<file path="src/sv/tjpl_pkg.sv">
// Package for the trapezoid jitter profile with loss block.
// Holds widths, register indexes, state types and the multiply/divide
// request and response structs. No dependencies.
`default_nettype none

package tjpl_pkg;

    // Time arithmetic width (modulo 2^TIME_W), legal range 32..64
    localparam int TIME_W    = 48;
    localparam int CFG_W     = 32;
    localparam int CFG_IDX_W = 3;
    localparam int S_DATA_W  = ((TIME_W + 7) / 8) * 8;
    localparam int M_DATA_W  = 32;
    localparam int HOLD_W    = 33;  // rise + hold
    localparam int SPAN_W    = 34;  // rise + hold + fall
    localparam int WIDE_W    = (TIME_W > SPAN_W) ? TIME_W : SPAN_W;
    localparam int DIV_STEPS = 32;
    localparam int DIV_CNT_W = 5;

    // Configuration register indexes
    localparam logic [CFG_IDX_W-1:0] REG_AMPLITUDE = 3'd0;
    localparam logic [CFG_IDX_W-1:0] REG_RISE      = 3'd1;
    localparam logic [CFG_IDX_W-1:0] REG_HOLD      = 3'd2;
    localparam logic [CFG_IDX_W-1:0] REG_FALL      = 3'd3;
    localparam logic [CFG_IDX_W-1:0] REG_LOSS      = 3'd4;
    localparam logic [CFG_IDX_W-1:0] REG_PERIOD    = 3'd5;

    typedef enum logic [2:0] {
        ST_IDLE,
        ST_ADVANCE,
        ST_MOVE,
        ST_OFFSET,
        ST_PHASE,
        ST_MULT,
        ST_DIVIDE,
        ST_DONE
    } ctrl_state_t;

    typedef enum logic [1:0] {
        MD_IDLE,
        MD_MUL,
        MD_DIV
    } md_state_t;

    typedef struct packed {
        logic              start;
        logic [CFG_W-1:0]  multiplicand;
        logic [CFG_W-1:0]  multiplier;
        logic [CFG_W-1:0]  divisor;
    } md_req_t;

    typedef struct packed {
        logic              done;
        logic [CFG_W-1:0]  quotient;
    } md_rsp_t;

endpackage

`default_nettype wire

</file>
<file path="src/sv/tjpl_muldiv.sv">
// Shared multiply/divide unit: floor(a * b / d) with the quotient known
// to fit 32 bits. A multiply step, then one restoring divide step a cycle.
// Depends on tjpl_pkg.
`default_nettype none

module tjpl_muldiv (
    input  wire logic             clk,
    input  wire logic             rst_n,
    input  wire tjpl_pkg::md_req_t req,
    output tjpl_pkg::md_rsp_t      rsp
);

    tjpl_pkg::md_state_t                 state_reg, state_next;
    logic [tjpl_pkg::CFG_W-1:0]          a_reg, a_next;
    logic [tjpl_pkg::CFG_W-1:0]          b_reg, b_next;
    logic [tjpl_pkg::CFG_W-1:0]          d_reg, d_next;
    logic [tjpl_pkg::CFG_W-1:0]          rem_reg, rem_next;
    logic [tjpl_pkg::CFG_W-1:0]          quo_reg, quo_next;
    logic [tjpl_pkg::DIV_CNT_W-1:0]      cnt_reg, cnt_next;
    logic                                done_reg, done_next;

    logic [2*tjpl_pkg::CFG_W-1:0]        product;
    logic [tjpl_pkg::CFG_W:0]            trial;
    logic [tjpl_pkg::CFG_W:0]            trial_sub;

    always_ff @(posedge clk or negedge rst_n)
    begin
        if (!rst_n)
        begin
            state_reg <= tjpl_pkg::MD_IDLE;
            cnt_reg   <= '0;
            done_reg  <= 1'b0;
        end
        else
        begin
            state_reg <= state_next;
            cnt_reg   <= cnt_next;
            done_reg  <= done_next;
        end
    end

    always_ff @(posedge clk)
    begin
        a_reg   <= a_next;
        b_reg   <= b_next;
        d_reg   <= d_next;
        rem_reg <= rem_next;
        quo_reg <= quo_next;
    end

    always_comb
    begin
        state_next = state_reg;
        a_next     = a_reg;
        b_next     = b_reg;
        d_next     = d_reg;
        rem_next   = rem_reg;
        quo_next   = quo_reg;
        cnt_next   = cnt_reg;
        done_next  = 1'b0;

        product   = a_reg * b_reg;
        // shift the next dividend bit in, then trial subtract
        trial     = {rem_reg, quo_reg[tjpl_pkg::CFG_W-1]};
        trial_sub = trial - {1'b0, d_reg};

        unique case (state_reg)
            tjpl_pkg::MD_IDLE:
            begin
                if (req.start)
                begin
                    a_next     = req.multiplicand;
                    b_next     = req.multiplier;
                    d_next     = req.divisor;
                    state_next = tjpl_pkg::MD_MUL;
                end
            end
            tjpl_pkg::MD_MUL:
            begin
                rem_next   = product[2*tjpl_pkg::CFG_W-1:tjpl_pkg::CFG_W];
                quo_next   = product[tjpl_pkg::CFG_W-1:0];
                cnt_next   = '0;
                state_next = tjpl_pkg::MD_DIV;
            end
            tjpl_pkg::MD_DIV:
            begin
                if (trial >= {1'b0, d_reg})
                begin
                    rem_next = trial_sub[tjpl_pkg::CFG_W-1:0];
                    quo_next = {quo_reg[tjpl_pkg::CFG_W-2:0], 1'b1};
                end
                else
                begin
                    rem_next = trial[tjpl_pkg::CFG_W-1:0];
                    quo_next = {quo_reg[tjpl_pkg::CFG_W-2:0], 1'b0};
                end
                cnt_next = cnt_reg + 1'b1;
                if (cnt_reg == tjpl_pkg::DIV_CNT_W'(tjpl_pkg::DIV_STEPS - 1))
                begin
                    done_next  = 1'b1;
                    state_next = tjpl_pkg::MD_IDLE;
                end
            end
            default:
            begin
                state_next = tjpl_pkg::MD_IDLE;
            end
        endcase
    end

    assign rsp.done     = done_reg;
    assign rsp.quotient = quo_reg;

endmodule

`default_nettype wire

</file>
<file path="src/sv/trapezoid_jitter_profile_with_loss_unit.sv">
// Top level of the trapezoid jitter profile with loss block: sequencer,
// window state, configuration registers and output register.
// Depends on tjpl_pkg and tjpl_muldiv.
`default_nettype none

// Each input item is one packet arrival time; each yields one result item
// (drop flag, added delay). s_tready is high only while the sequencer is idle,
// so one item is in work at a time. An item on a ramp passes five sequencer
// steps up to the divider start, a multiply step and 32 restoring divide steps
// in the shared multiply/divide unit, then steps that take the quotient, load
// the output register and accept again. A packet past the window end takes the
// same path, dividing a zero remainder. Items in the hold phase or on a
// zero-length ramp skip the multiply/divide unit, items before the window start
// leave after the offset step, and items with a zero amplitude skip the window
// steps. A finished result sits in the output register until taken, and the
// next item is accepted meanwhile. Writes to the listed configuration registers
// restart the window at the next item.
module trapezoid_jitter_profile_with_loss_unit (
    input  wire logic                              clk,
    input  wire logic                              rst_n,
    // input item: now_us
    input  wire logic                              s_tvalid,
    output logic                                   s_tready,
    input  wire logic [tjpl_pkg::S_DATA_W-1:0]     s_tdata,   // [47:0] now_us
    // result item
    output logic                                   m_tvalid,
    input  wire logic                              m_tready,
    output logic [tjpl_pkg::M_DATA_W-1:0]          m_tdata,   // [31:0] delay_us
    output logic                                   m_tuser,   // [0] drop
    // configuration
    input  wire logic                              cfg_wr_en,
    input  wire logic [tjpl_pkg::CFG_IDX_W-1:0]    cfg_addr,
    input  wire logic [tjpl_pkg::CFG_W-1:0]        cfg_wdata
);

    localparam int TW = tjpl_pkg::TIME_W;
    localparam int CW = tjpl_pkg::CFG_W;
    localparam int WW = tjpl_pkg::WIDE_W;

    tjpl_pkg::ctrl_state_t          state_reg, state_next;

    logic [CW-1:0]                  amp_reg, amp_next;
    logic [CW-1:0]                  rise_reg, rise_next;
    logic [CW-1:0]                  hold_reg, hold_next;
    logic [CW-1:0]                  fall_reg, fall_next;
    logic [CW-1:0]                  loss_reg, loss_next;
    logic [CW-1:0]                  period_reg, period_next;
    logic [tjpl_pkg::HOLD_W-1:0]    rh_reg, rh_next;
    logic [tjpl_pkg::SPAN_W-1:0]    total_reg, total_next;

    logic [TW-1:0]                  ws_reg, ws_next;
    logic [TW-1:0]                  we_reg, we_next;
    logic [CW-1:0]                  count_reg, count_next;
    logic                           restart_reg, restart_next;

    logic [TW-1:0]                  now_reg, now_next;
    logic                           after_end_reg, after_end_next;
    logic [TW-1:0]                  diff_reg, diff_next;
    logic [TW-1:0]                  x_reg, x_next;
    logic [CW-1:0]                  num_reg, num_next;
    logic [CW-1:0]                  den_reg, den_next;
    logic                           res_drop_reg, res_drop_next;
    logic [CW-1:0]                  res_delay_reg, res_delay_next;

    logic                           out_valid_reg, out_valid_next;
    logic                           out_drop_reg, out_drop_next;
    logic [CW-1:0]                  out_delay_reg, out_delay_next;

    logic [TW-1:0]                  now_in;
    logic [WW-1:0]                  x_wide;
    logic [WW-1:0]                  rem_wide;
    logic [CW-1:0]                  count_inc;
    logic                           cfg_hit;

    tjpl_pkg::md_req_t              md_req;
    tjpl_pkg::md_rsp_t              md_rsp;

    tjpl_muldiv u_muldiv (
        .clk   (clk),
        .rst_n (rst_n),
        .req   (md_req),
        .rsp   (md_rsp)
    );

    always_ff @(posedge clk or negedge rst_n)
    begin
        if (!rst_n)
        begin
            state_reg     <= tjpl_pkg::ST_IDLE;
            amp_reg       <= '0;
            rise_reg      <= '0;
            hold_reg      <= '0;
            fall_reg      <= '0;
            loss_reg      <= '0;
            period_reg    <= '0;
            rh_reg        <= '0;
            total_reg     <= '0;
            ws_reg        <= '0;
            we_reg        <= '0;
            count_reg     <= '0;
            restart_reg   <= 1'b1;
            out_valid_reg <= 1'b0;
        end
        else
        begin
            state_reg     <= state_next;
            amp_reg       <= amp_next;
            rise_reg      <= rise_next;
            hold_reg      <= hold_next;
            fall_reg      <= fall_next;
            loss_reg      <= loss_next;
            period_reg    <= period_next;
            rh_reg        <= rh_next;
            total_reg     <= total_next;
            ws_reg        <= ws_next;
            we_reg        <= we_next;
            count_reg     <= count_next;
            restart_reg   <= restart_next;
            out_valid_reg <= out_valid_next;
        end
    end

    always_ff @(posedge clk)
    begin
        now_reg       <= now_next;
        after_end_reg <= after_end_next;
        diff_reg      <= diff_next;
        x_reg         <= x_next;
        num_reg       <= num_next;
        den_reg       <= den_next;
        res_drop_reg  <= res_drop_next;
        res_delay_reg <= res_delay_next;
        out_drop_reg  <= out_drop_next;
        out_delay_reg <= out_delay_next;
    end

    // Configuration registers and the span sums derived from them
    always_comb
    begin
        amp_next    = amp_reg;
        rise_next   = rise_reg;
        hold_next   = hold_reg;
        fall_next   = fall_reg;
        loss_next   = loss_reg;
        period_next = period_reg;
        cfg_hit     = 1'b0;
        if (cfg_wr_en)
        begin
            cfg_hit = 1'b1;
            unique case (cfg_addr)
                tjpl_pkg::REG_AMPLITUDE: amp_next    = cfg_wdata;
                tjpl_pkg::REG_RISE:      rise_next   = cfg_wdata;
                tjpl_pkg::REG_HOLD:      hold_next   = cfg_wdata;
                tjpl_pkg::REG_FALL:      fall_next   = cfg_wdata;
                tjpl_pkg::REG_LOSS:      loss_next   = cfg_wdata;
                tjpl_pkg::REG_PERIOD:    period_next = cfg_wdata;
                default:                 cfg_hit     = 1'b0;
            endcase
        end
        rh_next    = {1'b0, rise_next} + {1'b0, hold_next};
        total_next = {1'b0, rh_next} + {2'b00, fall_next};
    end

    // Sequencer
    always_comb
    begin
        state_next     = state_reg;
        ws_next        = ws_reg;
        we_next        = we_reg;
        count_next     = count_reg;
        restart_next   = restart_reg;
        now_next       = now_reg;
        after_end_next = after_end_reg;
        diff_next      = diff_reg;
        x_next         = x_reg;
        num_next       = num_reg;
        den_next       = den_reg;
        res_drop_next  = res_drop_reg;
        res_delay_next = res_delay_reg;
        out_valid_next = out_valid_reg;
        out_drop_next  = out_drop_reg;
        out_delay_next = out_delay_reg;
        s_tready       = 1'b0;

        md_req.start        = 1'b0;
        md_req.multiplicand = amp_reg;
        md_req.multiplier   = num_reg;
        md_req.divisor      = den_reg;

        now_in    = s_tdata[TW-1:0];
        x_wide    = WW'(x_reg);
        rem_wide  = WW'(total_reg) - x_wide;
        count_inc = count_reg + 1'b1;

        // drain the output register
        if (out_valid_reg && m_tready)
        begin
            out_valid_next = 1'b0;
        end

        unique case (state_reg)
            tjpl_pkg::ST_IDLE:
            begin
                s_tready = 1'b1;
                if (s_tvalid)
                begin
                    now_next = now_in;
                    if (restart_reg)
                    begin
                        ws_next      = now_in;
                        we_next      = now_in + TW'(total_reg);
                        count_next   = '0;
                        restart_next = 1'b0;
                    end
                    state_next = tjpl_pkg::ST_ADVANCE;
                end
            end
            tjpl_pkg::ST_ADVANCE:
            begin
                res_drop_next  = 1'b0;
                res_delay_next = '0;
                after_end_next = now_reg > we_reg;
                diff_next      = now_reg - we_reg;
                // zero amplitude: no window movement, zero result
                if (amp_reg == '0)
                begin
                    state_next = tjpl_pkg::ST_DONE;
                end
                else
                begin
                    state_next = tjpl_pkg::ST_MOVE;
                end
            end
            tjpl_pkg::ST_MOVE:
            begin
                if (after_end_reg)
                begin
                    if (diff_reg > TW'(period_reg))
                    begin
                        ws_next = now_reg;
                        we_next = now_reg + TW'(total_reg);
                    end
                    else
                    begin
                        ws_next = ws_reg + TW'(period_reg);
                        we_next = we_reg + TW'(period_reg);
                    end
                    count_next = '0;
                end
                state_next = tjpl_pkg::ST_OFFSET;
            end
            tjpl_pkg::ST_OFFSET:
            begin
                x_next = now_reg - ws_reg;
                if (now_reg >= ws_reg)
                begin
                    state_next = tjpl_pkg::ST_PHASE;
                end
                else
                begin
                    state_next = tjpl_pkg::ST_DONE;
                end
            end
            tjpl_pkg::ST_PHASE:
            begin
                priority if (x_wide > WW'(rh_reg))
                begin
                    // fall ramp; past the window end the remainder is zero
                    num_next = (x_wide <= WW'(total_reg)) ? rem_wide[CW-1:0] : '0;
                    den_next = fall_reg;
                    if (fall_reg == '0)
                    begin
                        state_next = tjpl_pkg::ST_DONE;
                    end
                    else
                    begin
                        state_next = tjpl_pkg::ST_MULT;
                    end
                end
                else if (x_wide > WW'(rise_reg))
                begin
                    res_delay_next = amp_reg;
                    if ((loss_reg != '0) && (count_inc == loss_reg))
                    begin
                        count_next    = '0;
                        res_drop_next = 1'b1;
                    end
                    else
                    begin
                        count_next = count_inc;
                    end
                    state_next = tjpl_pkg::ST_DONE;
                end
                else
                begin
                    num_next = x_reg[CW-1:0];
                    den_next = rise_reg;
                    if (rise_reg == '0)
                    begin
                        state_next = tjpl_pkg::ST_DONE;
                    end
                    else
                    begin
                        state_next = tjpl_pkg::ST_MULT;
                    end
                end
            end
            tjpl_pkg::ST_MULT:
            begin
                md_req.start = 1'b1;
                state_next   = tjpl_pkg::ST_DIVIDE;
            end
            tjpl_pkg::ST_DIVIDE:
            begin
                if (md_rsp.done)
                begin
                    res_delay_next = md_rsp.quotient;
                    state_next     = tjpl_pkg::ST_DONE;
                end
            end
            tjpl_pkg::ST_DONE:
            begin
                // hold until the output register is free or being emptied
                if (!out_valid_reg || m_tready)
                begin
                    out_valid_next = 1'b1;
                    out_drop_next  = res_drop_reg;
                    out_delay_next = res_delay_reg;
                    state_next     = tjpl_pkg::ST_IDLE;
                end
            end
            default:
            begin
                state_next = tjpl_pkg::ST_IDLE;
            end
        endcase

        // any write to a listed register restarts the window
        if (cfg_hit)
        begin
            restart_next = 1'b1;
        end
    end

    assign m_tvalid = out_valid_reg;
    assign m_tdata  = out_delay_reg;
    assign m_tuser  = out_drop_reg;

`ifndef ASSERT_OFF
    a_busy_after_accept: assert property (@(posedge clk) disable iff (!rst_n)
        s_tvalid && s_tready |=> !s_tready)
        else $error("input accepted while an item is in work");

    a_result_loaded: assert property (@(posedge clk) disable iff (!rst_n)
        (state_reg == tjpl_pkg::ST_DONE) && (!m_tvalid || m_tready) |=> m_tvalid)
        else $error("finished item not loaded into the output register");

    a_drop_full_delay: assert property (@(posedge clk) disable iff (!rst_n)
        m_tvalid && m_tuser |-> (m_tdata == amp_reg))
        else $error("dropped item without full amplitude delay");

    a_divider_owned: assert property (@(posedge clk) disable iff (!rst_n)
        md_rsp.done |-> (state_reg == tjpl_pkg::ST_DIVIDE))
        else $error("divider finished outside the divide step");

    a_ramp_bounded: assert property (@(posedge clk) disable iff (!rst_n)
        md_rsp.done |-> (md_rsp.quotient <= amp_reg))
        else $error("ramp delay exceeds amplitude");
`endif

endmodule

`default_nettype wire

</file>
<file path="config.mk">
export PLATFORM = sky130hd
export DESIGN_NAME = trapezoid_jitter_profile_with_loss_unit
export DESIGN_NICKNAME = d
export VERILOG_FILES = /design/src/sv/tjpl_pkg.sv /design/src/sv/tjpl_muldiv.sv /design/src/sv/trapezoid_jitter_profile_with_loss_unit.sv
export SDC_FILE = /design/constraint.sdc
export NUM_CORES = 2
export LEC_CHECK = 0
export BUFFER_PORTS_ARGS = -buffer_cell sky130_fd_sc_hd__buf_4
export CORE_MARGIN = 5
export CORE_UTILIZATION = 40
export CTS_CLUSTER_SIZE = 40
export DETAILED_ROUTE_END_ITERATION = 16
export GPL_TIMING_DRIVEN = 1
export PLACE_DENSITY = 0.64
export SLEW_MARGIN = 20
export SYNTH_ARGS = -nofsm -noshare
export SYNTH_HDL_FRONTEND = slang
export SYNTH_SLANG_ARGS = --single-unit
</file>
<file path="constraint.sdc">
create_clock -name clk -period 8.6 [get_ports clk]
set_input_delay 0 -clock clk [delete_from_list [all_inputs] [get_ports clk]]
set_output_delay 0 -clock clk [all_outputs]
set_load 0.05 [all_outputs]
</file>
==> impl_metrics.toml <==
[floorplanning]
floorplan.io_pins = 123
die_x_um = 481
initial_core_util_pct = 40.2
die-area_sq_mm = 0.231
core-area_sq_mm = 0.220
rows = 172
dieHeight_um = 481

[synth]
cell_taking_the_most_area_after_synthesis = "sky130_fd_sc_hd__fa_1"
yosys-top-cells-area = "sky130_fd_sc_hd__fa_1, sky130_fd_sc_hd__edfxtp_1, sky130_fd_sc_hd__dfrtp_1"
synth_sequential_area_ratio_pct = 26.0
netlist_area_sq_mm = 0.0886
yosysUniqueCellTypes = 97
number_of_enable_type_register_cells_in_the_synthesized_netlist = 435
mappedNetlistNets = 11200
post_synth_inst_count = 9406
synth_top_area_share_pct = 20.5
ys_seq_elements = 835
proportion_of_register_bits_with_asynchronous_set_or_reset_after_synthesis_pct = 47.9
ys.warnings.count = 0
postSynthAreaPerCell_sq_um = 9.42
dominantRegCellSynth = "sky130_fd_sc_hd__edfxtp_1"
yosys.cell_count.top_type = "sky130_fd_sc_hd__inv_1"
synth_commonest_cells = "sky130_fd_sc_hd__inv_1, sky130_fd_sc_hd__nand2_1, sky130_fd_sc_hd__fa_1"

[timing]
timing.slew.headroom_pct = 20.0
period_utilization_post_route_pct = 96.0
setup-violations-final = 0
max_slew.worst_pin.slew_ns = 1.18
hold_viol = 0
final.min_clock_period_ns = 8.25
finalClockSkew_ns = 0.0344
timing.final.max_slew_violations = 0
fmax_ghz = 0.121
grt_setup_unrepaired = "false"

[finish]
non_filler_instance_count_after_layout = 12500
flow.area_growth_from_synthesis_pct = 9.96
finalNetCount = 11200
post_route_cells_drive_above_1_share_pct = 7.20
final_core_occ_pct = 44.3
fin_area_sq_mm = 0.0974
count_of_fill_cells_added_during_filler_insertion = 20900

[global_route]
grt_first_pass_wirelength_um = 426000
pin_count_of_the_biggest_net_entering_global_routing = 169
global_route.overflow_total = 0
grt.total_usage_pct = 23.7
number_of_antenna_violations_at_the_first_check_in_global_routing = 13
vias_in_the_first_global_route = 71100

[detailed_routing]
avgViaCountPerCell = 5.58
initial_drt_markers = 6202
postRouteAntennaNets = 0
route.vias.total = 69800
drcViolationCount = 0
firstDrtPassIters = 6
totalWireLength_um = 278000
route.detailed.wl_per_inst_um = 22.3

[setup_path]
critPathRequiredTime_ns = 9.04
critical_path.max_fanout = 14
type_of_element_capturing_the_critical_path = "flip-flop"
critPathMaxStageDelay_ns = 0.62
critPathMostFrequentCell = "sky130_fd_sc_hd__fa_1"
setup.worst_path.start_class = "flip-flop"
critical_path_type = "flip-flop to flip-flop"
worst_path_max_delay_cell = "sky130_fd_sc_hd__fa_1"
cp.arrival_ns = 8.70

[clocking]
clock_tree.root_cell = "sky130_fd_sc_hd__clkbuf_16"
cts_buffer_depth = 3
worst_setup_hold_path_clk_slew_ns = 0.06
cts_buffers = 97
h_tree_levels = 3
clock_insertion_delay_worst_skew_ns = 0.74
tritoncts = "done"
numClockSinks = 835

[placed_design]
port-buffer-count = 122
postPlaceCellArea_sq_mm = 0.0930
place_hpwl_um = 226000
routabilityCongestion = 0.994
dpl.cell_count = 12200

[run_status]
run_status = "finished, final reports clean"

[worst_hold_path]
path_type_of_the_worst_min_delay_path = "primary input to flip-flop"

[run]
max_cap_violations = 0
through the flow:
stage | setup TNS (ns) | setup WS (ns) | hold WS (ns)
floorplan | 0 | 1.16 | -0.296
global placement | -0.315 | -0.120 | -0.0326
detailed placement | -0.390 | -0.156 | -0.0327
global route | 0 | 0.0779 | 0.0431
finish | 0 | 0.346 | 0.0575
CTS | 0 | 0.00311 | 0.0140
metal layers:
| layer | vias up | part of all wire (%) | global-route usage (%) |
|---|---|---|---|
| li1 | 31800 | - | - |
| met2 | 2608 | 46 | 38.4 |
| met3 | 484 | 7.0 | 3.13 |
| met1 | 34900 | 42 | 32.2 |
| met5 | - | 0 | 0 |
| met4 | 0 | 4.7 | 9.54 |
final timing paths:
| kind | startpoint | endpoint | slack, ns | depth (start not counted) |
|---|---|---|---|---|
| worst min register to register | res_delay_reg[29]$_DFFE_PP_ | m_tdata[29]$_DFFE_PP_ | 0.41 | 0 |
| worst max-delay path | u_muldiv.a_reg[12]$_DFFE_PP_ | u_muldiv.rem_reg[23]$_DFFE_PP_ | 0.35 | 25 |
| worst max register to register | u_muldiv.a_reg[12]$_DFFE_PP_ | u_muldiv.rem_reg[23]$_DFFE_PP_ | 0.35 | 25 |
| worst min-delay path | s_tdata[5] | now_reg[5]$_DFFE_PP_ | 0.06 | 2 |
| max in group asynchronous | rst_n | rise_reg[14]$_DFF_PN0_ | 6.42 | 5 |
| min in group asynchronous | rst_n | ws_reg[46]$_DFFE_PN0P_ | 0.43 | 4 |
area by class of cell:
cell class	count	area (sq um)	share of cell area, %
Inverter	1302	4890	5.02
Timing Repair Buffer	368	3130	3.21
Clock inverter	52	663	0.681
Antenna cell	5	12.5	0.0128
Tap cell	2958	3700	3.80
Multi-Input combinational cell	6859	59200	60.8
Sequential cell	835	23100	23.7
Clock buffer	128	2730	2.80
cell usage in the layout, fill, tap and decap left out, drive strengths merged, types with 27 or more instances in the layout:
master,synthesis,routed
a31oi,63,63
o21bai,75,75
xnor2,275,275
a21o,230,230
nand3,134,134
buf,25,279
nand4,107,107
nor2b,64,64
and2,602,602
o21a,71,71
dfrtp,399,399
nor4,69,69
o211ai,64,64
mux2i,45,45
a211oi,69,69
or3,47,47
o31ai,38,38
dlygate4sd3,0,89
clkinv,1,33
ha,755,755
clkbuf,385,128
inv,1301,1308
fa,906,906
a21oi,563,563
a22o,32,32
nor3,104,104
mux2,173,173
xor2,162,162
nand2,954,954
nor2,313,313
edfxtp,435,435
nand2b,46,46
and3,61,61
o22ai,27,27
o21ai,478,478
what timing repair did:
action / CTS / global route
resized for setup: 1 / 5
hold endpoints to repair: 669 / 0
setup buffers: 0 / 7
pin swaps: 0 / 2
endpoints found under the setup margin: 4 / 8
hold buffers: 90 / 0
gates cloned: 0 / 0
cells by family after synthesis:
group                      after synthesis  share of synthesized area (%)
muxes                                  218                           2.71
buffers and inverters                 1712                           7.28
DFF                                    835                           26.0
AOI/OAI and AO/OA                     1955                           13.9
and+or+nand+nor                       2588                           14.6
xor gates and xnor gates               437                           4.33
adders and majority gates             1661                           31.1
worst max-delay path: cells and delay by family (launching register included):
family | cells | cell delay (ns)
AO/OA/AOI/OAI | 9 | 1.82
XOR/XNOR | 1 | 0.16
adder cells (fa/ha/maj) | 9 | 4.49
buffers and inverters | 5 | 0.75
flip-flops | 1 | 0.53
AND/OR/NAND/NOR | 1 | 0.19
Power is not shown: default switching activity piles up to over one toggle a cycle in this logic, so the estimate is an artifact.
